`src/kpc_pkg.sv`:
```
// kpc_pkg: shared types and constants for the key press classifier
// entry layout of the per-key state memory, status codes, register indexes
// no dependencies
package kpc_pkg;

  localparam int NUM_KEYS  = 6;
  localparam int KEY_W     = 3;
  localparam int CNT_W     = 17;
  localparam int CFG_W     = 15;
  localparam int CLICK_W   = 8;
  localparam int STATUS_W  = 3;
  localparam int CFG_IDX_W = 2;

  localparam logic signed [CNT_W-1:0] CNT_MAX   = CNT_W'(32767);
  localparam logic [CLICK_W-1:0]      CLICK_MAX = '1;

  typedef enum logic [STATUS_W-1:0] {
    ST_RELEASED  = 3'd0,
    ST_SHORT     = 3'd1,
    ST_LONG      = 3'd2,
    ST_SHORT_REL = 3'd3,
    ST_LONG_REL  = 3'd4
  } status_e;

  typedef enum logic [CFG_IDX_W-1:0] {
    CFG_PRESS_THR = 2'd0,
    CFG_LONG_THR  = 2'd1,
    CFG_IDLE_LIM  = 2'd2
  } cfg_idx_e;

  typedef struct packed {
    logic signed [CNT_W-1:0] cnt;
    logic [STATUS_W-1:0]     status;
    logic [CLICK_W-1:0]      clicks;
  } entry_t;

  typedef struct packed {
    logic             we;
    logic [KEY_W-1:0] addr;
    entry_t           data;
  } wr_req_t;

endpackage

```
`src/kpc_state_ram.sv`:
```
// kpc_state_ram: per-key state memory, one write and one registered read port
// entries that were never written since reset read as zero (valid bit per key)
// depends on kpc_pkg
module kpc_state_ram (
  input  logic                          clk_i,
  input  logic                          rst_ni,
  input  logic                          rd_en_i,
  input  logic [kpc_pkg::KEY_W-1:0]     rd_addr_i,
  input  kpc_pkg::wr_req_t              wr_i,
  output kpc_pkg::entry_t               rd_data_o
);
  import kpc_pkg::*;

  entry_t               mem [NUM_KEYS];
  logic [NUM_KEYS-1:0]  valid_q;
  entry_t               rd_data_q;
  logic                 rd_hit_q;

  always_ff @(posedge clk_i or negedge rst_ni) begin
    if (!rst_ni) begin
      valid_q  <= '0;
      rd_hit_q <= 1'b0;
    end else begin
      if (wr_i.we) begin
        valid_q[wr_i.addr] <= 1'b1;
      end
      if (rd_en_i) begin
        rd_hit_q <= valid_q[rd_addr_i];
      end
    end
  end

  always_ff @(posedge clk_i) begin
    if (wr_i.we) begin
      mem[wr_i.addr] <= wr_i.data;
    end
    if (rd_en_i) begin
      rd_data_q <= mem[rd_addr_i];
    end
  end

  assign rd_data_o = rd_hit_q ? rd_data_q : '0;

endmodule

```
`src/kpc_update.sv`:
```
// kpc_update: next-state logic for one key tick (counter, status, clicks)
// purely combinational, sits between the memory read and the write-back
// depends on kpc_pkg
module kpc_update (
  input  kpc_pkg::entry_t               cur_i,
  input  logic                          pressed_i,
  input  logic [kpc_pkg::CFG_W-1:0]     press_thr_i,
  input  logic [kpc_pkg::CFG_W-1:0]     long_thr_i,
  input  logic [kpc_pkg::CFG_W-1:0]     idle_lim_i,
  output kpc_pkg::entry_t               nxt_o,
  output logic                          ev_short_o,
  output logic                          ev_long_o
);
  import kpc_pkg::*;

  logic signed [CNT_W-1:0] press_thr_s;
  logic signed [CNT_W-1:0] long_thr_s;
  logic signed [CNT_W-1:0] idle_neg_s;

  assign press_thr_s = $signed({2'b00, press_thr_i});
  assign long_thr_s  = $signed({2'b00, long_thr_i});
  assign idle_neg_s  = -$signed({2'b00, idle_lim_i});

  always_comb begin
    logic signed [CNT_W-1:0] cnt;
    logic [STATUS_W-1:0]     st;
    logic [CLICK_W-1:0]      clk;
    cnt        = cur_i.cnt;
    st         = cur_i.status;
    clk        = cur_i.clicks;
    ev_short_o = 1'b0;
    ev_long_o  = 1'b0;
    if (pressed_i) begin
      if (cnt < 0) begin
        cnt = '0;
      end else if (cnt < CNT_MAX) begin
        cnt = cnt + CNT_W'(1);
      end
      if (cnt > long_thr_s) begin
        st = ST_LONG;
      end else if (cnt > press_thr_s) begin
        st = ST_SHORT;
      end
    end else begin
      if (cnt > 0) begin
        cnt = '0;
      end else if (cnt > idle_neg_s) begin
        cnt = cnt - CNT_W'(1);
      end else begin
        // idle long enough, click run is over
        clk = '0;
      end
      if (st == ST_SHORT) begin
        st         = ST_SHORT_REL;
        ev_short_o = 1'b1;
        if (clk != CLICK_MAX) begin
          clk = clk + CLICK_W'(1);
        end
      end
      if (st == ST_LONG) begin
        st        = ST_LONG_REL;
        ev_long_o = 1'b1;
      end
    end
    nxt_o.cnt    = cnt;
    nxt_o.status = st;
    nxt_o.clicks = clk;
  end

endmodule

```
`src/key_press_classifier_top.sv`:
```
// key_press_classifier_top: top level, pipeline control, config registers
// depends on kpc_pkg, kpc_state_ram, kpc_update
//
// usage:
//   input channel (in_valid_i/in_ready_o) carries one sampled tick of one key:
//   key_index_i and pin_level_i (0 = pressed). a beat with key_index_i of
//   NUM_KEYS or more is accepted and dropped with no result.
//   output channel (out_valid_o/out_ready_i) carries one result beat per
//   in-range tick: key_id_o, key_status_o, clicks_o and the release events.
//   config port: cfg_we_i writes cfg_wdata_i into register cfg_idx_i
//   (0 press threshold, 1 long threshold, 2 idle limit); write only when idle.
// path: an accepted beat is registered in the update stage, then in the output register.
// throughput: one beat per cycle while out_ready_i stays high; the state memory is read
//   in the accept cycle and written back when the beat leaves the update stage,
//   with a forward path when consecutive beats hit the same key.
// reset: all keys released with zero counters and clicks, thresholds 2/150,
//   idle limit 40; no clearing pass, per-key valid bits cover it.
// stall: when out_ready_i is low the output register holds, the update stage
//   holds its beat, and in_ready_o drops once that stage is also occupied.
module key_press_classifier_top (
  input  logic                            clk_i,
  input  logic                            rst_ni,
  input  logic                            in_valid_i,
  output logic                            in_ready_o,
  input  logic [kpc_pkg::KEY_W-1:0]       key_index_i,
  input  logic                            pin_level_i,
  output logic                            out_valid_o,
  input  logic                            out_ready_i,
  output logic [kpc_pkg::KEY_W-1:0]       key_id_o,
  output logic [kpc_pkg::STATUS_W-1:0]    key_status_o,
  output logic [kpc_pkg::CLICK_W-1:0]     clicks_o,
  output logic                            short_release_event_o,
  output logic                            long_release_event_o,
  input  logic                            cfg_we_i,
  input  logic [kpc_pkg::CFG_IDX_W-1:0]   cfg_idx_i,
  input  logic [kpc_pkg::CFG_W-1:0]       cfg_wdata_i
);
  import kpc_pkg::*;

  logic [CFG_W-1:0] press_thr_q, long_thr_q, idle_lim_q;

  logic             s1_valid_q;
  logic [KEY_W-1:0] s1_key_q;
  logic             s1_pressed_q;
  logic             fwd_q;
  entry_t           fwd_data_q;

  logic             out_valid_q;
  logic [KEY_W-1:0] out_key_q;
  entry_t           out_entry_q;
  logic             out_ev_short_q, out_ev_long_q;

  logic             in_accept, in_range, s1_load, s1_adv;
  entry_t           rd_data, cur_entry, nxt_entry;
  logic             ev_short, ev_long;
  wr_req_t          wr_req;

  always_ff @(posedge clk_i or negedge rst_ni) begin
    if (!rst_ni) begin
      press_thr_q <= CFG_W'(2);
      long_thr_q  <= CFG_W'(150);
      idle_lim_q  <= CFG_W'(40);
    end else if (cfg_we_i) begin
      unique case (cfg_idx_i)
        CFG_PRESS_THR: press_thr_q <= cfg_wdata_i;
        CFG_LONG_THR:  long_thr_q  <= cfg_wdata_i;
        CFG_IDLE_LIM:  idle_lim_q  <= cfg_wdata_i;
        default: ;
      endcase
    end
  end

  assign s1_adv     = s1_valid_q && (!out_valid_q || out_ready_i);
  assign in_ready_o = !s1_valid_q || s1_adv;
  assign in_accept  = in_valid_i && in_ready_o;
  assign in_range   = {1'b0, key_index_i} < (KEY_W+1)'(NUM_KEYS);
  assign s1_load    = in_accept && in_range;

  assign wr_req.we   = s1_adv;
  assign wr_req.addr = s1_key_q;
  assign wr_req.data = nxt_entry;

  kpc_state_ram u_ram (
    .clk_i     (clk_i),
    .rst_ni    (rst_ni),
    .rd_en_i   (s1_load),
    .rd_addr_i (key_index_i),
    .wr_i      (wr_req),
    .rd_data_o (rd_data)
  );

  // the read missed a write-back of the same key in the accept cycle
  assign cur_entry = fwd_q ? fwd_data_q : rd_data;

  kpc_update u_update (
    .cur_i       (cur_entry),
    .pressed_i   (s1_pressed_q),
    .press_thr_i (press_thr_q),
    .long_thr_i  (long_thr_q),
    .idle_lim_i  (idle_lim_q),
    .nxt_o       (nxt_entry),
    .ev_short_o  (ev_short),
    .ev_long_o   (ev_long)
  );

  always_ff @(posedge clk_i or negedge rst_ni) begin
    if (!rst_ni) begin
      s1_valid_q  <= 1'b0;
      fwd_q       <= 1'b0;
      out_valid_q <= 1'b0;
    end else begin
      if (s1_load) begin
        s1_valid_q <= 1'b1;
        fwd_q      <= s1_adv && (s1_key_q == key_index_i);
      end else if (s1_adv) begin
        s1_valid_q <= 1'b0;
      end
      if (s1_adv) begin
        out_valid_q <= 1'b1;
      end else if (out_ready_i) begin
        out_valid_q <= 1'b0;
      end
    end
  end

  always_ff @(posedge clk_i) begin
    if (s1_load) begin
      s1_key_q     <= key_index_i;
      s1_pressed_q <= !pin_level_i;
      fwd_data_q   <= nxt_entry;
    end
    if (s1_adv) begin
      out_key_q      <= s1_key_q;
      out_entry_q    <= nxt_entry;
      out_ev_short_q <= ev_short;
      out_ev_long_q  <= ev_long;
    end
  end

  assign out_valid_o           = out_valid_q;
  assign key_id_o              = out_key_q;
  assign key_status_o          = out_entry_q.status;
  assign clicks_o              = out_entry_q.clicks;
  assign short_release_event_o = out_ev_short_q;
  assign long_release_event_o  = out_ev_long_q;

endmodule

```
`config.mk`:
```
export PLATFORM = sky130hd
export DESIGN_NAME = key_press_classifier_top
export DESIGN_NICKNAME = d
export VERILOG_FILES = /design/src/kpc_pkg.sv /design/src/kpc_state_ram.sv /design/src/kpc_update.sv /design/src/key_press_classifier_top.sv
export SDC_FILE = /design/constraint.sdc
export NUM_CORES = 1
export LEC_CHECK = 0
export BUFFER_PORTS_ARGS = -buffer_cell sky130_fd_sc_hd__buf_4
export CORE_AREA = 10 10 189 191
export CTS_CLUSTER_DIAMETER = 80
export DETAILED_ROUTE_END_ITERATION = 8
export DIE_AREA = 0 0 199 201
export PLACE_DENSITY_LB_ADDON = 0.2
export SETUP_SLACK_MARGIN = 0.05
export SYNTH_ARGS = -nofsm -noshare
export SYNTH_HDL_FRONTEND = slang
export SYNTH_SLANG_ARGS = --single-unit
```
`constraint.sdc`:
```
create_clock -name clk_i -period 6.47 [get_ports clk_i]
set_input_delay 0.9705 -clock clk_i [delete_from_list [all_inputs] [get_ports clk_i]]
set_output_delay 0.9705 -clock clk_i [all_outputs]
set_load 0.02 [all_outputs]
```
After elaboration in Yosys (flattened, before gate mapping)
Memories as Yosys holds them, arrays and structs flattened. A register that Yosys moved wholly into a read port is not among the register bits.
Index checks and enable logic that the tools add are counted.
W data, S select, Z words.
- add/sub/neg operators: 4
- $lt $le $gt $ge: 10
- equal/unequal tests: 6
- muxes and demuxes: 32
- bitwise logic cells: 1
- reductions and logical operators: 16
- operators with widths (operator ; count):
    $mux W17 ; 6
    $mux W28 ; 2
    $mux W8 ; 6
    $gt A17 B16 Y1 ; 2
    $mux W3 ; 6
    $add A17 B2 Y17 const B ; 1
    $gt A17 B1 Y1 const B ; 1
    $gt A17 B17 Y1 ; 1
    $lt A17 B1 Y1 const B ; 1
    $lt A17 B16 Y1 const B ; 1
    $neg A15 Y17 ; 1
    $sub A17 B2 Y17 const B ; 1
    $mux W1 ; 10
    $add A8 B1 Y8 const B ; 1
    $lt A3 B4 Y1 const B ; 2
    $ne A8 B8 Y1 const B ; 1
    $or A6 B6 Y6 ; 1
    $reduce_and A2 Y1 ; 3
    $logic_and A1 B1 Y1 ; 5
    $reduce_bool A2 Y1 ; 2
    $bmux W1 S3 ; 1
    $demux W1 S3 ; 1
    $eq A3 B1 Y1 const B ; 1
    $eq A3 B2 Y1 const B ; 1
    8 further kinds ; 11
- register bits: 103
- bits in writable memories: 168
- bits of input ports: 26
- output and inout bits: 18
- memories kept: 1
- memories (memory ; depth ; bits a word ; read ports ; clocked after Yosys merged registers in ; write ports ; RTL line ; RTL):
    u_ram.mem ; 6 ; 28 ; 1 ; 1 ; 1 ; kpc_state_ram.sv:14 ; entry_t mem [NUM_KEYS];

Longest topological paths before layout
- depth in word-level cells: 10
- mapped depth: 22
- depth with buffers taken out: 21

By module
From an unflattened synthesis, not the netlist that was laid out.
- cells, all modules: 1024
- area, all modules: 14452.6 µm²
- modules (own cells, without submodules) (module ; instances ; cells an instance ; area an instance (µm²)):
    kpc_state_ram ; 1 ; 384 ; 7722.4
    key_press_classifier_top ; 1 ; 195 ; 3659.8
    kpc_update ; 1 ; 445 ; 3070.4

Worst setup path before layout
No wires, ideal clock.
- path kind: register to register
- start: reg idle_lim_q[2]
- end: reg out_entry_q (netlist bit clicks_o[3]), data pin
- arrival time: 4.285 ns
- setup slack: 1.955 ns
- stages on the path, launching flop included: 23
- cells stage by stage: dfrtp_1 > nor2_1 > nand2_1 > nor4_1 > nand2_1 > or2_2 > nor4_1 > xor2_1 > ha_1 > nand3_1 > nor4_1 > a21bo_2 > a31oi_1 > nor2_1 > and2_2 > clkbuf_1 > nor2_1 > ha_1 > nand4b_1 > nand2b_1 > nor4_1 > mux2_2 > o22ai_1
- RTL lines (what ; RTL line ; RTL):
    start: declaration ; key_press_classifier_top.sv:40 ; logic [CFG_W-1:0] press_thr_q, long_thr_q, idle_lim_q;
    start signal: assignment ; key_press_classifier_top.sv:67 ; CFG_IDLE_LIM: idle_lim_q <= cfg_wdata_i;
    end signal: assignment ; key_press_classifier_top.sv:134 ; out_entry_q <= nxt_entry;
    end: declaration ; key_press_classifier_top.sv:50 ; entry_t out_entry_q;

==> run metrics <==
GP Congestion=roughly 0.9; Final Cycle Share=86.8%; first-pass GRT wire length=between 40 and 50 mm; Routed Antenna Nets=0; status=completed; Die Area=0.0400 mm²; initial core utilization=between 40% and 50%; Final Max Tran Viols=0; CTS sink cnt=299; # diodes=0; Leakage=5.96 nW; # Post-CTS Setup Buffers=0; Mapped Area=0.0141 mm²; syn nets=roughly 1,100; buffers added on ports=43; largest net degree at the start of global routing=61; Resize count post-CTS=0; reg-to-reg slack, setup=0.86 ns; CORE AREA=0.0320 mm²; final WL=31.1 mm; Core Util, Final=49.9%; post-route setup TNS=0 ns; Die H=201 µm; Critical Path Sink Type=register; top cells by count, synth=edfxtp_1 (244), nor2_1 (76), nand2_1 (68); Max clock buf depth=3; average size of a mapped cell=13.8 µm²; CP max FO=31; CTS tree=built; vias in the first global route=8,704; Clock Pin Slew Worst Setup and Hold Paths=0.06 ns; total track usage=15.6%; r2r endpoint=u_ram.mem[2][10]; VDD IR max=0.190 mV; Setup Viol. Count Final=0; final hold viol count=0; Die Wd=199 µm; Num CTS Buffers=34; layout cells sized above 1=20.4%; final instance area=between 0.015 and 0.02 mm²; Max Freq=178 MHz; most common cell in the netlist=edfxtp_1; number of synthesized register bits=299; HP Class=reg -> reg; fillers=2,789; Post-synth EDFFs=244; io pins=44; clk_skew=~0.02 ns; Reg area=0.00871 mm²; post-cts hold buffer count=0; vias per inst=5.62; detailed-router iteration count before antenna repair=5; P&R area growth vs syn=13.1%; num rows=66; Synth Warn #=0; H-tree depth=2; DRC=0; footprint of the multi-input gates=0.00502 mm²; Netlist cell types=83; Tmin final=5.61 ns; reg2reg path depth=15; worst-margin pin slew=1.12 ns; Routed wire per std cell=a little over 20 µm; total number of vias=between 8,000 and 9,000; dpl cell area=0.0149 mm²; RSZ-0062 raised after global routing=no; 1st-iter DRT viols=546; Setup CP Type=reg -> reg; hold wc startpoint=u_ram.valid_q[1]; worst-skew pair later-pin latency=0.51 ns; hpwl dp=20.8 mm; Congestion Overflow GR=0; maxcap violations=0; launching point of the worst reg2reg path=fwd_q; largest area contributor in the netlist=edfxtp_1; initial antenna violation count=0; Most used DFF post-synth=edfxtp_1; final net count=~1,200; synth top area cells=edfxtp_1 (52%), dfrtp_1 (8.5%), mux4_2 (4.6%); hold endpoint=u_ram.valid_q[1]; Worst EP arrival=5.82 ns; Critical Path RT=6.67 ns; async set-or-reset flop fraction in the synthesized netlist=18.4%; crit start category=register; Root Buffer=clkbuf_16; Seq/Total Area, Yosys=61.6%; top-area cell type share of the netlist area=51.8%; Synth Instances=1,021; normalized max-slew margin=24.8%; pwr dens=336 mW/mm²; hold path cells=1
-- worst max-delay path, cell delays in order (launching register included) --
cell	delay (ns)
dfrtp_2	0.67
nor2b_4	0.64
a22oi_1	0.24
inv_1	0.21
nand4_2	0.18
o211ai_2	0.32
o21ai_0	0.13
a21oi_1	0.33
ha_1	0.34
a21o_1	0.17
a211o_1	0.31
o221ai_1	0.18
a21oi_1	0.07
nor4b_1	0.81
nor3_1	0.10
nor3_1	0.61
-- routing by layer --
metal	wire length (µm)	track usage, %
met2	14400	24.6
met1	14800	22.2
met4	615	3.87
met5	0	0
met3	1250	2.36
-- cell type report --
class	count	share of cell area, %
Sequential cell	299	54.5
Timing Repair Buffer	59	2.77
Clock inverter	13	1.17
Inverter	50	1.17
Clock buffer	44	5.81
Multi-Input combinational cell	631	31.4
Tap cell	408	3.19
-- cells in the final DEF (no fill, tap or decap), types with 7 or more instances in the layout --
cell type,n
a21o_1,7
a21oi_1,51
a22oi_1,17
buf_4,59
clkbuf_16,34
dfrtp_1,47
dfstp_2,7
edfxtp_1,244
ha_1,52
inv_1,48
mux2_2,32
mux2i_1,30
mux4_2,29
nand2_1,68
nand3_1,11
nand3b_1,8
nand4_1,12
nor2_1,74
nor3_1,20
nor4_1,11
o21a_1,12
o21ai_0,38
o22ai_1,9
or2_2,9
xnor2_1,23
xor2_1,13
-- through the flow --
stage	hold WS (ns)	std cells	power, mW	setup slack, ns
4_1_cts	0.463	1504	5.43	0.853
6_report	0.461	1504	5.37	0.856
3_5_place_dp	0.448	1447	3.49	0.883
2_1_floorplan	0.434	1021	3.19	1.95
3_3_place_gp	0.446	1447	3.48	1.20
5_1_grt	0.467	1504	5.63	0.333
-- power by group --
group	switching, mW	internal [mW]	total (mW)
Combinational	0.650	0.392	1.04
Clock	0.741	1.17	1.92
Sequential	0.0800	2.33	2.41
Total	1.47	3.90	5.37
-- logic make-up (layout without fill, tap and decap cells) --
family          after synthesis  count (layout)  share of synthesized area (%)
mux                          91              91                           9.29
buf+inv                      91             166                           3.12
flops                       299             299                           61.6
fa+ha+maj                    52              52                           4.60
compound gates              181             181                           8.90
simple gates                271             271                           10.2
xor+xnor                     36              36                           2.23
-- registers in the layout, indices dropped and copies added, names as in the netlist, 3 cells and up --
name and flops:
u_ram.mem 168, fwd_data_q 28, u_ram.rd_data_q 28, idle_lim_q 15, long_thr_q 15, press_thr_q 15, clicks_o 8, u_ram.valid_q 6
key_id_o 3, key_status_o 3, s1_key_q 3
-- how the worst max path moves through the flow --
stage / from / slack, ns / to
final: fwd_q / 0.86 / u_ram.mem[2][10]
after global routing: fwd_q / 0.33 / u_ram.mem[5][10]
after CTS: fwd_q / 0.85 / u_ram.mem[2][10]
after detailed placement: fwd_q / 0.88 / key_status_o[2]
after global placement: fwd_q / 1.20 / u_ram.mem[0][10]
after floorplan: idle_lim_q[2] / 1.95 / clicks_o[3]
(Power assumes the default switching activity.)
